**src/sv/tcmv_pkg.sv**
```systemverilog
// Shared constants, K-type breakpoint tables and types for the thermocouple converter.
`timescale 1ns / 1ps

package tcmv_pkg;

  localparam int POS_SEGMENTS        = 40;
  localparam int NEG_SEGMENTS        = 20;
  localparam int DEGREES_PER_SEGMENT = 10;

  localparam int POS_TABLE_SIZE = 40;
  localparam int NEG_TABLE_SIZE = 20;
  localparam int TAB_N = (POS_TABLE_SIZE > NEG_TABLE_SIZE) ? POS_TABLE_SIZE : NEG_TABLE_SIZE;

  // breakpoint counts, clamped to the built-in tables
  localparam int POS_N = (POS_SEGMENTS > POS_TABLE_SIZE) ? POS_TABLE_SIZE :
                         ((POS_SEGMENTS < 1) ? 1 : POS_SEGMENTS);
  localparam int NEG_N = (NEG_SEGMENTS > NEG_TABLE_SIZE) ? NEG_TABLE_SIZE :
                         ((NEG_SEGMENTS < 1) ? 1 : NEG_SEGMENTS);

  localparam int STEP = DEGREES_PER_SEGMENT * 100;

  localparam int MV_W   = 16;
  localparam int MAG_W  = 16;
  localparam int BP_W   = 14;
  localparam int SPAN_W = 9;
  localparam int SEG_W  = $clog2(TAB_N);
  localparam int POS_IW = $clog2(POS_TABLE_SIZE);
  localparam int NEG_IW = $clog2(NEG_TABLE_SIZE);
  localparam int QW     = $clog2(STEP + 1);
  localparam int NUM_W  = SPAN_W + QW;
  localparam int TEMP_W = 17;

  typedef logic [BP_W-1:0]   bp_t;
  typedef logic [SEG_W-1:0]  seg_t;
  typedef logic [TEMP_W-1:0] temp_t;

  // breakpoint magnitudes in microvolts, one every DEGREES_PER_SEGMENT degrees
  localparam bp_t POS_UV [POS_TABLE_SIZE] = '{
    14'd0,     14'd397,   14'd798,   14'd1203,  14'd1612,
    14'd2023,  14'd2436,  14'd2851,  14'd3267,  14'd3682,
    14'd4096,  14'd4509,  14'd4920,  14'd5328,  14'd5735,
    14'd6138,  14'd6540,  14'd6941,  14'd7340,  14'd7739,
    14'd8138,  14'd8539,  14'd8940,  14'd9343,  14'd9747,
    14'd10153, 14'd10561, 14'd10971, 14'd11382, 14'd11795,
    14'd12209, 14'd12624, 14'd13040, 14'd13457, 14'd13874,
    14'd14293, 14'd14713, 14'd15133, 14'd15554, 14'd15975
  };

  localparam bp_t NEG_MAG [NEG_TABLE_SIZE] = '{
    14'd0,    14'd392,  14'd778,  14'd1156, 14'd1527,
    14'd1889, 14'd2243, 14'd2587, 14'd2920, 14'd3243,
    14'd3554, 14'd3852, 14'd4138, 14'd4411, 14'd4669,
    14'd4913, 14'd5141, 14'd5354, 14'd5550, 14'd5730
  };

  localparam bp_t POS_TOP = POS_UV[POS_N-1];
  localparam bp_t NEG_TOP = NEG_MAG[NEG_N-1];

  function automatic bp_t pos_bp(int k);
    if (k >= 0 && k < POS_TABLE_SIZE) return POS_UV[POS_IW'(k)];
    return '1;
  endfunction

  function automatic bp_t neg_bp(int k);
    if (k >= 0 && k < NEG_TABLE_SIZE) return NEG_MAG[NEG_IW'(k)];
    return '1;
  endfunction

  function automatic bp_t side_bp(logic neg, seg_t idx);
    if (neg) begin
      if (int'(idx) < NEG_TABLE_SIZE) return NEG_MAG[idx[NEG_IW-1:0]];
      return '1;
    end
    if (int'(idx) < POS_TABLE_SIZE) return POS_UV[idx[POS_IW-1:0]];
    return '1;
  endfunction

  // item fields that ride alongside the divider
  typedef struct packed {
    logic  neg;
    logic  err;
    temp_t base;
  } tcmv_side_t;

endpackage

```
**src/sv/thermocouple_mv_to_temperature.sv**
```systemverilog
// Top level: K-type thermocouple microvolts to interpolated centidegrees.
`timescale 1ns / 1ps

// Takes one signed microvolt sample per cycle while in_stall is low and returns
// the K-type temperature in hundredths of a degree, linearly interpolated within
// 10-degree segments and rounded toward zero; samples beyond the table span give 0
// with out_range_error set. Pipeline: compare, segment encode, table lookup, scale,
// one restoring-divider stage per quotient bit, and the output register. Throughput
// is one item per cycle while unstalled; out_stall holds only the stages that hold
// an item, so empty stages keep filling while a result waits.
module thermocouple_mv_to_temperature
  import tcmv_pkg::*;
(
  input  logic                     clk,
  input  logic                     rst_n,
  input  logic                     in_valid,
  output logic                     in_stall,
  input  logic signed [MV_W-1:0]   in_mv_microvolts,
  output logic                     out_valid,
  input  logic                     out_stall,
  output logic signed [TEMP_W-1:0] out_temp_centidegrees,
  output logic                     out_range_error
);

  // stage 1: magnitude and breakpoint compares
  logic               neg_nxt;
  logic [MAG_W-1:0]   mag_nxt;
  logic [TAB_N-1:1]   gt_nxt;
  logic               err_nxt;
  logic               v1_r, neg1_r, err1_r;
  logic [MAG_W-1:0]   mag1_r;
  logic [TAB_N-1:1]   gt1_r;

  // stage 2: segment index
  seg_t               seg_nxt;
  logic               v2_r, neg2_r, err2_r;
  logic [MAG_W-1:0]   mag2_r;
  seg_t               seg2_r;

  // stage 3: distance and span
  bp_t                base_bp;
  bp_t                top_bp;
  logic               v3_r, neg3_r, err3_r;
  logic [SPAN_W-1:0]  dist3_r, span3_r;
  temp_t              base3_r;

  // stage 4: scaled numerator
  logic               v4_r;
  logic [NUM_W-1:0]   num4_r;
  logic [SPAN_W-1:0]  span4_r;
  tcmv_side_t         side4_r;

  // divider and output
  logic               div_in_stall, div_valid;
  logic [QW-1:0]      div_q;
  tcmv_side_t         div_side;
  temp_t              tmag;
  logic               out_v_r, out_err_r;
  temp_t              out_temp_r;

  logic en1, en2, en3, en4, en_out;

  assign en_out = !out_v_r || !out_stall;
  assign en4    = !v4_r || !div_in_stall;
  assign en3    = !v3_r || en4;
  assign en2    = !v2_r || en3;
  assign en1    = !v1_r || en2;

  always_comb begin
    neg_nxt = in_mv_microvolts[MV_W-1];
    mag_nxt = neg_nxt ? MAG_W'(-in_mv_microvolts) : MAG_W'(in_mv_microvolts);
    err_nxt = neg_nxt ? (mag_nxt > MAG_W'(NEG_TOP)) : (mag_nxt > MAG_W'(POS_TOP));
    for (int k = 1; k < TAB_N; k++) begin
      if (neg_nxt) begin
        gt_nxt[k] = (k <= NEG_N - 2) && (mag_nxt > MAG_W'(neg_bp(k)));
      end else begin
        gt_nxt[k] = (k <= POS_N - 2) && (mag_nxt > MAG_W'(pos_bp(k)));
      end
    end
  end

  // compares form a thermometer code; highest set bit is the segment
  always_comb begin
    seg_nxt = '0;
    for (int k = 1; k < TAB_N; k++) begin
      if (gt1_r[k]) seg_nxt = SEG_W'(k);
    end
  end

  assign base_bp = side_bp(neg2_r, seg2_r);
  assign top_bp  = side_bp(neg2_r, seg2_r + SEG_W'(1));

  always_ff @(posedge clk) begin
    if (!rst_n) begin
      v1_r <= 1'b0;
      v2_r <= 1'b0;
      v3_r <= 1'b0;
      v4_r <= 1'b0;
    end else begin
      if (en1) v1_r <= in_valid;
      if (en2) v2_r <= v1_r;
      if (en3) v3_r <= v2_r;
      if (en4) v4_r <= v3_r;
    end
  end

  always_ff @(posedge clk) begin
    if (en1) begin
      neg1_r <= neg_nxt;
      err1_r <= err_nxt;
      mag1_r <= mag_nxt;
      gt1_r  <= gt_nxt;
    end
    if (en2) begin
      neg2_r <= neg1_r;
      err2_r <= err1_r;
      mag2_r <= mag1_r;
      seg2_r <= seg_nxt;
    end
    if (en3) begin
      neg3_r  <= neg2_r;
      err3_r  <= err2_r;
      dist3_r <= SPAN_W'(mag2_r - MAG_W'(base_bp));
      span3_r <= SPAN_W'(top_bp - base_bp);
      base3_r <= TEMP_W'(int'(seg2_r) * STEP);
    end
    if (en4) begin
      num4_r       <= NUM_W'(int'(dist3_r) * STEP);
      span4_r      <= span3_r;
      side4_r.neg  <= neg3_r;
      side4_r.err  <= err3_r;
      side4_r.base <= base3_r;
    end
  end

  tcmv_div u_div (
    .clk       (clk),
    .rst_n     (rst_n),
    .in_valid  (v4_r),
    .in_stall  (div_in_stall),
    .in_num    (num4_r),
    .in_span   (span4_r),
    .in_side   (side4_r),
    .out_valid (div_valid),
    .out_stall (!en_out),
    .out_q     (div_q),
    .out_side  (div_side)
  );

  assign tmag = TEMP_W'(div_q) + div_side.base;

  always_ff @(posedge clk) begin
    if (!rst_n) begin
      out_v_r <= 1'b0;
    end else if (en_out) begin
      out_v_r <= div_valid;
    end
  end

  always_ff @(posedge clk) begin
    if (en_out) begin
      out_err_r <= div_side.err;
      if (div_side.err) begin
        out_temp_r <= '0;
      end else begin
        out_temp_r <= div_side.neg ? -tmag : tmag;
      end
    end
  end

  assign in_stall              = !en1;
  assign out_valid             = out_v_r;
  assign out_temp_centidegrees = $signed(out_temp_r);
  assign out_range_error       = out_err_r;

endmodule

```
**src/sv/tcmv_div.sv**
```systemverilog
// Pipelined restoring divider: one quotient bit per stage, stall-aware valid chain.
`timescale 1ns / 1ps

module tcmv_div
  import tcmv_pkg::*;
(
  input  logic                clk,
  input  logic                rst_n,
  input  logic                in_valid,
  output logic                in_stall,
  input  logic [NUM_W-1:0]    in_num,
  input  logic [SPAN_W-1:0]   in_span,
  input  tcmv_side_t          in_side,
  output logic                out_valid,
  input  logic                out_stall,
  output logic [QW-1:0]       out_q,
  output tcmv_side_t          out_side
);

  logic                v_r    [QW];
  logic [NUM_W-1:0]    rem_r  [QW];
  logic [QW-1:0]       q_r    [QW];
  logic [SPAN_W-1:0]   span_r [QW];
  tcmv_side_t          side_r [QW];
  logic                en     [QW+1];

  assign en[QW] = !out_stall;

  genvar i;
  generate
    for (i = 0; i < QW; i++) begin : g_stage
      localparam int B = QW - 1 - i;
      logic               v_in;
      logic [NUM_W-1:0]   rem_in;
      logic [QW-1:0]      q_in;
      logic [SPAN_W-1:0]  span_in;
      tcmv_side_t         side_in;
      logic [NUM_W-1:0]   dshift;
      logic               take;

      if (i == 0) begin : g_first
        assign v_in    = in_valid;
        assign rem_in  = in_num;
        assign q_in    = '0;
        assign span_in = in_span;
        assign side_in = in_side;
      end else begin : g_next
        assign v_in    = v_r[i-1];
        assign rem_in  = rem_r[i-1];
        assign q_in    = q_r[i-1];
        assign span_in = span_r[i-1];
        assign side_in = side_r[i-1];
      end

      assign en[i]  = !v_r[i] || en[i+1];
      assign dshift = NUM_W'(span_in) << B;
      assign take   = (rem_in >= dshift);

      always_ff @(posedge clk) begin
        if (!rst_n) begin
          v_r[i] <= 1'b0;
        end else if (en[i]) begin
          v_r[i] <= v_in;
        end
      end

      always_ff @(posedge clk) begin
        if (en[i]) begin
          rem_r[i]  <= take ? (rem_in - dshift) : rem_in;
          q_r[i]    <= q_in | (QW'(take) << B);
          span_r[i] <= span_in;
          side_r[i] <= side_in;
        end
      end
    end
  endgenerate

  assign in_stall  = !en[0];
  assign out_valid = v_r[QW-1];
  assign out_q     = q_r[QW-1];
  assign out_side  = side_r[QW-1];

endmodule

```
**config.mk**
```make
export PLATFORM = sky130hd
export DESIGN_NAME = thermocouple_mv_to_temperature
export DESIGN_NICKNAME = d
export VERILOG_FILES = /design/src/sv/tcmv_pkg.sv /design/src/sv/thermocouple_mv_to_temperature.sv /design/src/sv/tcmv_div.sv
export SDC_FILE = /design/constraint.sdc
export NUM_CORES = 1
export LEC_CHECK = 0
export BUFFER_PORTS_ARGS = -buffer_cell sky130_fd_sc_hd__clkbuf_2
export CAP_MARGIN = 20
export CORE_MARGIN = 4
export CORE_UTILIZATION = 45
export CTS_CLUSTER_DIAMETER = 80
export DETAILED_ROUTE_END_ITERATION = 10
export PLACE_DENSITY_LB_ADDON = 0.2
export SYNTH_ARGS = -nofsm -noshare
export SYNTH_HDL_FRONTEND = slang
export SYNTH_SLANG_ARGS = --single-unit
```
**constraint.sdc**
```tcl
create_clock -name clk -period 6.6 [get_ports clk]
set_input_delay 0.99 -clock clk [delete_from_list [all_inputs] [get_ports clk]]
set_output_delay 0.99 -clock clk [all_outputs]
set_load 0.05 [all_outputs]
```
==> reports/summary.txt, run 1 <==
via count of the routed design: 21500
final setup skew: 0.0311 ns
final hold slack: 0.411 ns
1st-pass router iterations: 7
TritonCTS clock tree: built
CP Capture Type: flip-flop
internal power: 13.7 mW
switch share: 0.376
Peak VDD IR: 0.651 mV
GP Congestion: 0.902
Async SR Flop Fraction: 0
worst min-delay path category: reg -> reg
sequential share of power: 0.344
Total GRT Usage: 0.187
multi-input logic area: 0.0132 mm²
Setup Fix Bufs, Post-CTS: 0
r2r endpoint: span3_r[8]
Leak: 14.0 nW
Clock H-tree levels: 3
DIE AREA: 0.0761 mm²
CP max-delay cell: ha_1
die span in x: 276 µm
Iter 0 DRT Violations: 1310
Max clock buf depth: 3
row count: 97
root buffer selected by CTS: clkbuf_16
RSZ-0062 raised after global routing: false
FMAX: 0.203 GHz
ratio of cells with drive above 1 in the final layout: 0.0872
Arrival @ worst endpoint: 5.26 ns
power density cells: 613 mW/mm²
Routed Wire Length: 70.9 mm
worst path required time: 6.93 ns
final hold vios: 0
Hold-fix buffers, CTS: 0
antenna violations before repair: 2
register area share after synthesis: 0.555
mapped cell area: 0.0323 mm²
final-report max-slew violation count: 0
Core Footprint: 0.0705 mm²
CP Launch Type: flip-flop
hold_sp: u_div.side_r[6][6]
GRT Residual Overflow: 0
cts bufs inserted: 67
first-pass GRT wire length: 114 mm
Ports: 40
Endpoint, Worst Hold: u_div.side_r[7][6]
Buffers on Ports: 39
DR WL/cell: 18.5 µm
CP most frequent cell: ha_1
setup slack, reg-to-reg: 1.67 ns
syn_area_per_cell: 11.7 µm²
final worst-path cycle share: 0.747
register area: 0.0179 mm²
worst hold path stage count: 0
logic gate share of total power: 0.498
nets@finish: 3107
sw power: 8.25 mW
Slew HR: 0.344
Slew @ Worst Pin: 0.984 ns
yosys warns: 0
TNS Setup: 0 ns
Synth Register Bits: 599
DR DRC count: 0
fin area: 0.0358 mm²
CTS clk-pin slew, worst paths: 0.06 ns
Finish-stage setup viols: 0
Initial Utilization: 0.458
Reg2Reg Depth: 18
Syn Inst Count: 2770
worst reg2reg path startpoint: seg2_r[0]
ratio of routed vias to standard cells: 5.61
highest net fanout along the worst path: 32
largest net degree at the start of global routing: 52
Post-DRT Antenna Nets: 0
largest stage delay on the critical path: 0.71 ns
Crit Path Class: reg -> reg
Skew-Pair Late Insertion Delay: 0.59 ns
Post-DP Area: 0.0337 mm²
DP Wirelength: 52.9 mm
status: completed
Diodes inserted: 0
Die Height: 276 µm
clock share of power: 0.158
Max-Cap Viols: 0
crit path time final: 4.93 ns
vias in the first global route: 21600
syn nets: 3035
P&R area growth vs syn: 10.9%
Yosys cell types: 89
crit-path cells: buf_4, ha_1, ha_1, clkinv_1, ha_1, a21oi_1, o21ai_0, a211oi_1, inv_1, fa_1, nor2b_1, o21ai_0, nand2b_1, a21o_1, nand2_1, a21oi_1, xor2_1, xnor2_1
TritonCTS Sinks: 599
ys flop type: edfxtp_1
Final Core Density: 0.507
Post-CTS Resized: 0
filler instances: 6159
Post-synth EDFFs: 593
==> worst max path at each step <==
stage,from,end,slack (ns),cells past startpoint
after detailed placement,seg2_r[0],span3_r[8],1.69,18
final,seg2_r[0],span3_r[8],1.67,18
after CTS,seg2_r[0],span3_r[8],1.68,18
after floorplan,out_stall,err1_r,0.72,10
after global placement,seg2_r[0],span3_r[8],1.69,18
after global routing,seg2_r[0],span3_r[8],1.33,18
==> worst max-delay path: cells and delay by family, from the launching register on <==
| kind | cells | cell delay [ns] |
|---|---|---|
| compound gates | 6 | 0.91 |
| fa+ha+maj | 4 | 2.00 |
| buf+inv | 3 | 0.82 |
| xor+xnor | 2 | 0.26 |
| simple gates | 3 | 0.30 |
| flops | 1 | 0.35 |
==> logic make-up (layout without fill, tap and decap cells) <==
logic type / after synthesis / after routing / share of synthesized area
buffers and inverters: 304 / 425 / 0.0363
flip-flops: 599 / 599 / 0.555
AO/OA/AOI/OAI: 633 / 633 / 0.123
adder cells (fa/ha/maj): 245 / 245 / 0.107
AND/OR/NAND/NOR: 790 / 790 / 0.121
multiplexers: 41 / 41 / 0.0141
XOR/XNOR: 158 / 158 / 0.0433
==> metrics by stage <==
step           std cells  power, mW  setup slack [ns]
6_report            3831       21.9              1.67
5_1_grt             3831       24.0              1.33
4_1_cts             3828       22.1              1.68
3_5_place_dp        3710       18.5              1.69
3_3_place_gp        3710       18.1              1.69
2_1_floorplan       2770       16.0             0.716
==> power by group through the flow <==
| stage | sequential [mW] | combinational (mW) | clock (mW) |
|---|---|---|---|
| floorplan | 7.41 | 8.60 | 0 |
| global placement | 7.57 | 10.6 | 0 |
| CTS | 7.56 | 11.0 | 3.60 |
| finish | 7.54 | 10.9 | 3.47 |
| global route | 7.71 | 12.5 | 3.76 |
| detailed placement | 7.63 | 10.8 | 0 |
==> cell usage after synthesis (6+ instances only) <==
cell,instances,area share
or4_1,8,0.0019
xnor2_1,77,0.021
a211o_1,6,0.0016
mux2i_1,17,0.0053
xor2_1,79,0.021
a21boi_0,9,0.0021
buf_1,11,0.0013
o31ai_1,25,0.0058
ha_1,194,0.075
o21a_1,23,0.0053
nand2b_1,45,0.0087
nor3b_1,8,0.0019
clkinv_1,7,0.00081
mux2_2,22,0.0077
nor2b_1,36,0.0070
a31oi_1,21,0.0041
o22ai_1,8,0.0016
a311oi_1,6,0.0016
and3_1,23,0.0045
or2_2,16,0.0031
inv_1,213,0.025
o21bai_1,7,0.0016
or3_1,31,0.0060
nor4_1,36,0.0070
buf_2,7,0.0011
nor4b_1,8,0.0022
o311ai_0,7,0.0019
clkbuf_1,60,0.0070
o211ai_1,20,0.0047
nand3_1,41,0.0064
nor2_1,216,0.025
dfxtp_1,6,0.0037
edfxtp_1,593,0.55
o21ai_0,174,0.027
a21o_1,26,0.0060
and2_1,9,0.0017
fa_1,51,0.032
nor3_1,63,0.0098
a211oi_1,47,0.011
a21oi_1,190,0.029
nand4_1,23,0.0045
nand2_1,199,0.023
==> routing by layer <==
layer / vias to the layer above / track usage / routed length, µm
met5: - / 0 / 13
met3: 150 / 0.0276 / 3030
li1: 10300 / - / -
met2: 566 / 0.344 / 36600
met4: 2 / 0.0623 / 2120
met1: 10400 / 0.224 / 29100
==> registers in the layout, indices dropped and copies added, names as in the netlist, 10 cells and up <==
signal,cells
num4_r,16
base3_r,13
side4_r,15
out_temp_centidegrees,17
u_div.rem_r,147
gt1_r,32
u_div.side_r,150
u_div.span_r,81
u_div.q_r,55
u_div.v_r,10
==> cell usage in the layout, fill, tap and decap left out, types with 23 or more instances in the layout <==
cell and count:
fa_1 51, a21o_1 26, o21a_1 23, clkbuf_2 39, nand2_1 195, inv_1 210
nor3_1 62, nand4_1 23, a21oi_1 190, or3_1 31, xor2_1 79, o31ai_1 25
clkbuf_16 67, nor2_1 216, buf_4 43, nor2b_1 36, nand2b_1 45, o21ai_0 174
a211oi_1 47, ha_1 194, nand3_1 41, edfxtp_1 593, nor4_1 36, and3_1 23
xnor2_1 76
==> cell type report <==
cell class / instances / share of cell area
Clock buffer: 81 / 0.0483
Clock inverter: 37 / 0.00969
Inverter: 222 / 0.0233
Multi-Input combinational cell: 1867 / 0.369
Sequential cell: 599 / 0.501
Tap cell: 940 / 0.0329
Timing Repair Buffer: 85 / 0.0159
No activity file was read; power rests on OpenSTA's default activity.
==> run 2, diff against run 1 <==
==> constraint.sdc (replaced) <==
create_clock -name clk -period 4.3 [get_ports clk]
set_input_delay 0.645 -clock clk [delete_from_list [all_inputs] [get_ports clk]]
set_output_delay 0.645 -clock clk [all_outputs]
set_load 0.05 [all_outputs]
==> run 2 against run 1 <==
Via count grew 1.7%. Combinational power is 77% higher. Final cell count rose by 2.9%. Core utilization is 1.6 points higher. First-iteration DRC count up 1.1%. Design area up 3.1%. Sequential share of layout area down 1.5 points. Critical path type unchanged. Largest power group unchanged.
==> reports/summary.txt, run 2 (synthesized netlist as in run 1, its figures left out) <==
status: completed
crit path time final: 4.19 ns (-0.743 ns)
metal3 WL: 3.27 mm (+7.9%)
power density cells: 987 mW/mm² (+61%)
Die Height: 276 µm (unchanged)
ratio of routed vias to standard cells: 5.54 (-1.2%)
Leak: 14.6 nW (+4.5%)
P&R area growth vs syn: 14.3%
Peak VDD IR: 1.43 mV (+120%)
Finish-stage setup viols: 0 (unchanged)
DR WL/cell: 18.9 µm (+2.0%)
TritonCTS clock tree: built
r2r endpoint: num4_r[17]
Non-Filler Instances: 3944 (+2.9%)
Diodes inserted: 0 (unchanged)
Top Layer Used: met4
final-report max-slew violation count: 0 (unchanged)
switch share: 0.375 (-0.00170)
worst path required time: 4.64 ns (-2.29 ns)
first-pass GRT wire length: 120 mm (+4.8%)
worst hold path stage count: 2 (+2)
antenna violations before repair: 0 (-2)
highest net fanout along the worst path: 4 (-88%)
vias in the first global route: 22000 (+2.0%)
final worst-path cycle share: 0.974 (+0.227)
Ports: 40 (unchanged)
Clock H-tree levels: 3 (unchanged)
Routed Wire Length: 74.5 mm (+5.0%)
largest net degree at the start of global routing: 52 (unchanged)
register name with the most flops: u_div.side_r
Iter 0 DRT Violations: 1324 (+1.1%)
filler instances: 6087 (-1.2%)
Slew @ Worst Pin: 0.980 ns (-0.00398 ns)
Arrival @ worst endpoint: 4.52 ns (-0.74 ns)
logic gate share of total power: 0.532 (+0.034)
commonest non-fill, non-tap cell in the layout: edfxtp_1
sequential share of power: 0.317 (-0.027)
worst min-delay path category: in -> reg
hold_sp: in_valid
via count of the routed design: 21800 (+1.7%)
DP Wirelength: 57.2 mm (+8.3%)
DR DRC count: 0 (unchanged)
Max clock buf depth: 3 (unchanged)
cts bufs inserted: 66 (-1.5%)
PnR worst setup slack: 0.113 ns (-1.56 ns)
clock share of power: 0.152 (-0.006)
CTS clk-pin slew, worst paths: 0.06 ns (about the same)
largest registers: u_div.side_r x150, u_div.rem_r x147, u_div.span_r x81
max reg flops: 150 (unchanged)
routed wl met2: 37.9 mm (+3.5%)
ratio of cells with drive above 1 in the final layout: 0.133 (+0.0460)
Post-DRT Antenna Nets: 0 (unchanged)
worst reg2reg path startpoint: dist3_r[2]
final hold vios: 0 (unchanged)
row count: 97 (unchanged)
Buffers on Ports: 39 (unchanged)
nets@finish: 3222 (+3.7%)
Initial Utilization: 0.458 (unchanged)
commonest non-fill, non-tap cells in the layout: edfxtp_1, nor2_1, inv_1
placed cell count: 3826 (+3.1%)
GRT Residual Overflow: 0 (unchanged)
final setup skew: 0.0229 ns (-0.00827 ns)
multi-input logic area: 0.0133 mm² (+1.0%)
Final Core Density: 0.523 (+0.0156)
met1 WL: 31.1 mm (+7.0%)
Endpoint, Worst Hold: v1_r
TNS Setup: 0 ns (unchanged)
CP Capture Type: flip-flop
die span in x: 276 µm (unchanged)
Reg2Reg Depth: 11 (-7)
GP Congestion: 0.909 (+0.84%)
FMAX: 0.239 GHz (+18%)
DIE AREA: 0.0761 mm² (unchanged)
Skew-Pair Late Insertion Delay: 0.60 ns (about the same)
Max-Cap Viols: 0 (unchanged)
root buffer selected by CTS: clkbuf_16
Total GRT Usage: 0.198 (+0.0109)
CP Launch Type: flip-flop
Slew HR: 0.347 (+0.00265)
register area: 0.0179 mm² (about the same)
internal power: 22.8 mW (+66%)
1st-pass router iterations: 5 (-2)
Crit Path Class: reg -> reg
sw power: 13.6 mW (+65%)
setup slack, reg-to-reg: 0.11 ns (-1.56 ns)
final hold slack: 0.275 ns (-0.136 ns)
pre-CTS setup slack: 0.00174 ns (-1.68 ns)
TritonCTS Sinks: 599 (unchanged)
Core Footprint: 0.0705 mm² (unchanged)
run 2: cell types whose count changed in the layout (fill, tap and decap cells not counted), sizes merged:
cell / delta
clkinv: -2
buf: +117
clkbuf: -7
inv: -3
clkinvlp: +4
bufinv: +4
run 2: routing by layer:
layer  GRT usage  vias to the layer above
met4      0.0627                        0
met1       0.247                    10600
met3      0.0301                      153
met2       0.353                      537
met5           0                        -
li1            -                    10600
run 2: worst max path at each step:
stage          cells after the start    endpoint       start  slack [ns]
2_1_floorplan                     10      err1_r   out_stall        0.03
3_3_place_gp                      12  num4_r[16]  dist3_r[2]        0.02
3_5_place_dp                      12  num4_r[16]  dist3_r[2]       0.002
4_1_cts                           11  num4_r[17]  dist3_r[2]       0.004
5_1_grt                           14  num4_r[16]  dist3_r[2]       -0.02
6_report                          11  num4_r[17]  dist3_r[2]        0.11
run 2: timing repair:
| item | 4_1_cts | 5_1_grt |
|---|---|---|
| pin swaps | 0 | 13 |
| hold buffers | 0 | 0 |
| endpoints found under the setup margin | 1 | 7 |
| gates resized for setup | 2 | 21 |
| endpoints found under the hold margin | 0 | 0 |
| setup buffers | 0 | 2 |
run 2: critical path: stages (launching register included):
cell and delay [ns]:
edfxtp_1 0.48, fa_1 0.59, fa_2 0.45, fa_2 0.59
fa_1 0.46, ha_4 0.26, or3_4 0.37, a41oi_2 0.20
nor2_1 0.06, o21a_1 0.19, o211ai_1 0.19, xnor2_1 0.08
run 2: area by class of cell:
class                           instances  share of cell area
Sequential cell                       599               0.486
Tap cell                              940              0.0319
Clock buffer                           75              0.0457
Multi-Input combinational cell       1867               0.362
Inverter                              222              0.0228
Clock inverter                         40              0.0126
Timing Repair Buffer                  201              0.0394
run 2: power by group through the flow:
stage          sequential (mW)  combinational (mW)  clock [mW]
6_report                  11.5                19.3        5.53
4_1_cts                   11.6                18.1        5.71
3_5_place_dp              11.7                17.9           0
3_3_place_gp              11.6                17.5           0
5_1_grt                   11.8                21.7        5.98
2_1_floorplan             11.4                13.2           0
run 2: through the flow:
stage / total power, mW / cell area [µm²]
finish: 36.4 / 36900
global route: 39.5 / 36900
CTS: 35.4 / 36700
detailed placement: 29.6 / 34600
global placement: 29.1 / 34600
floorplan: 24.6 / 32300
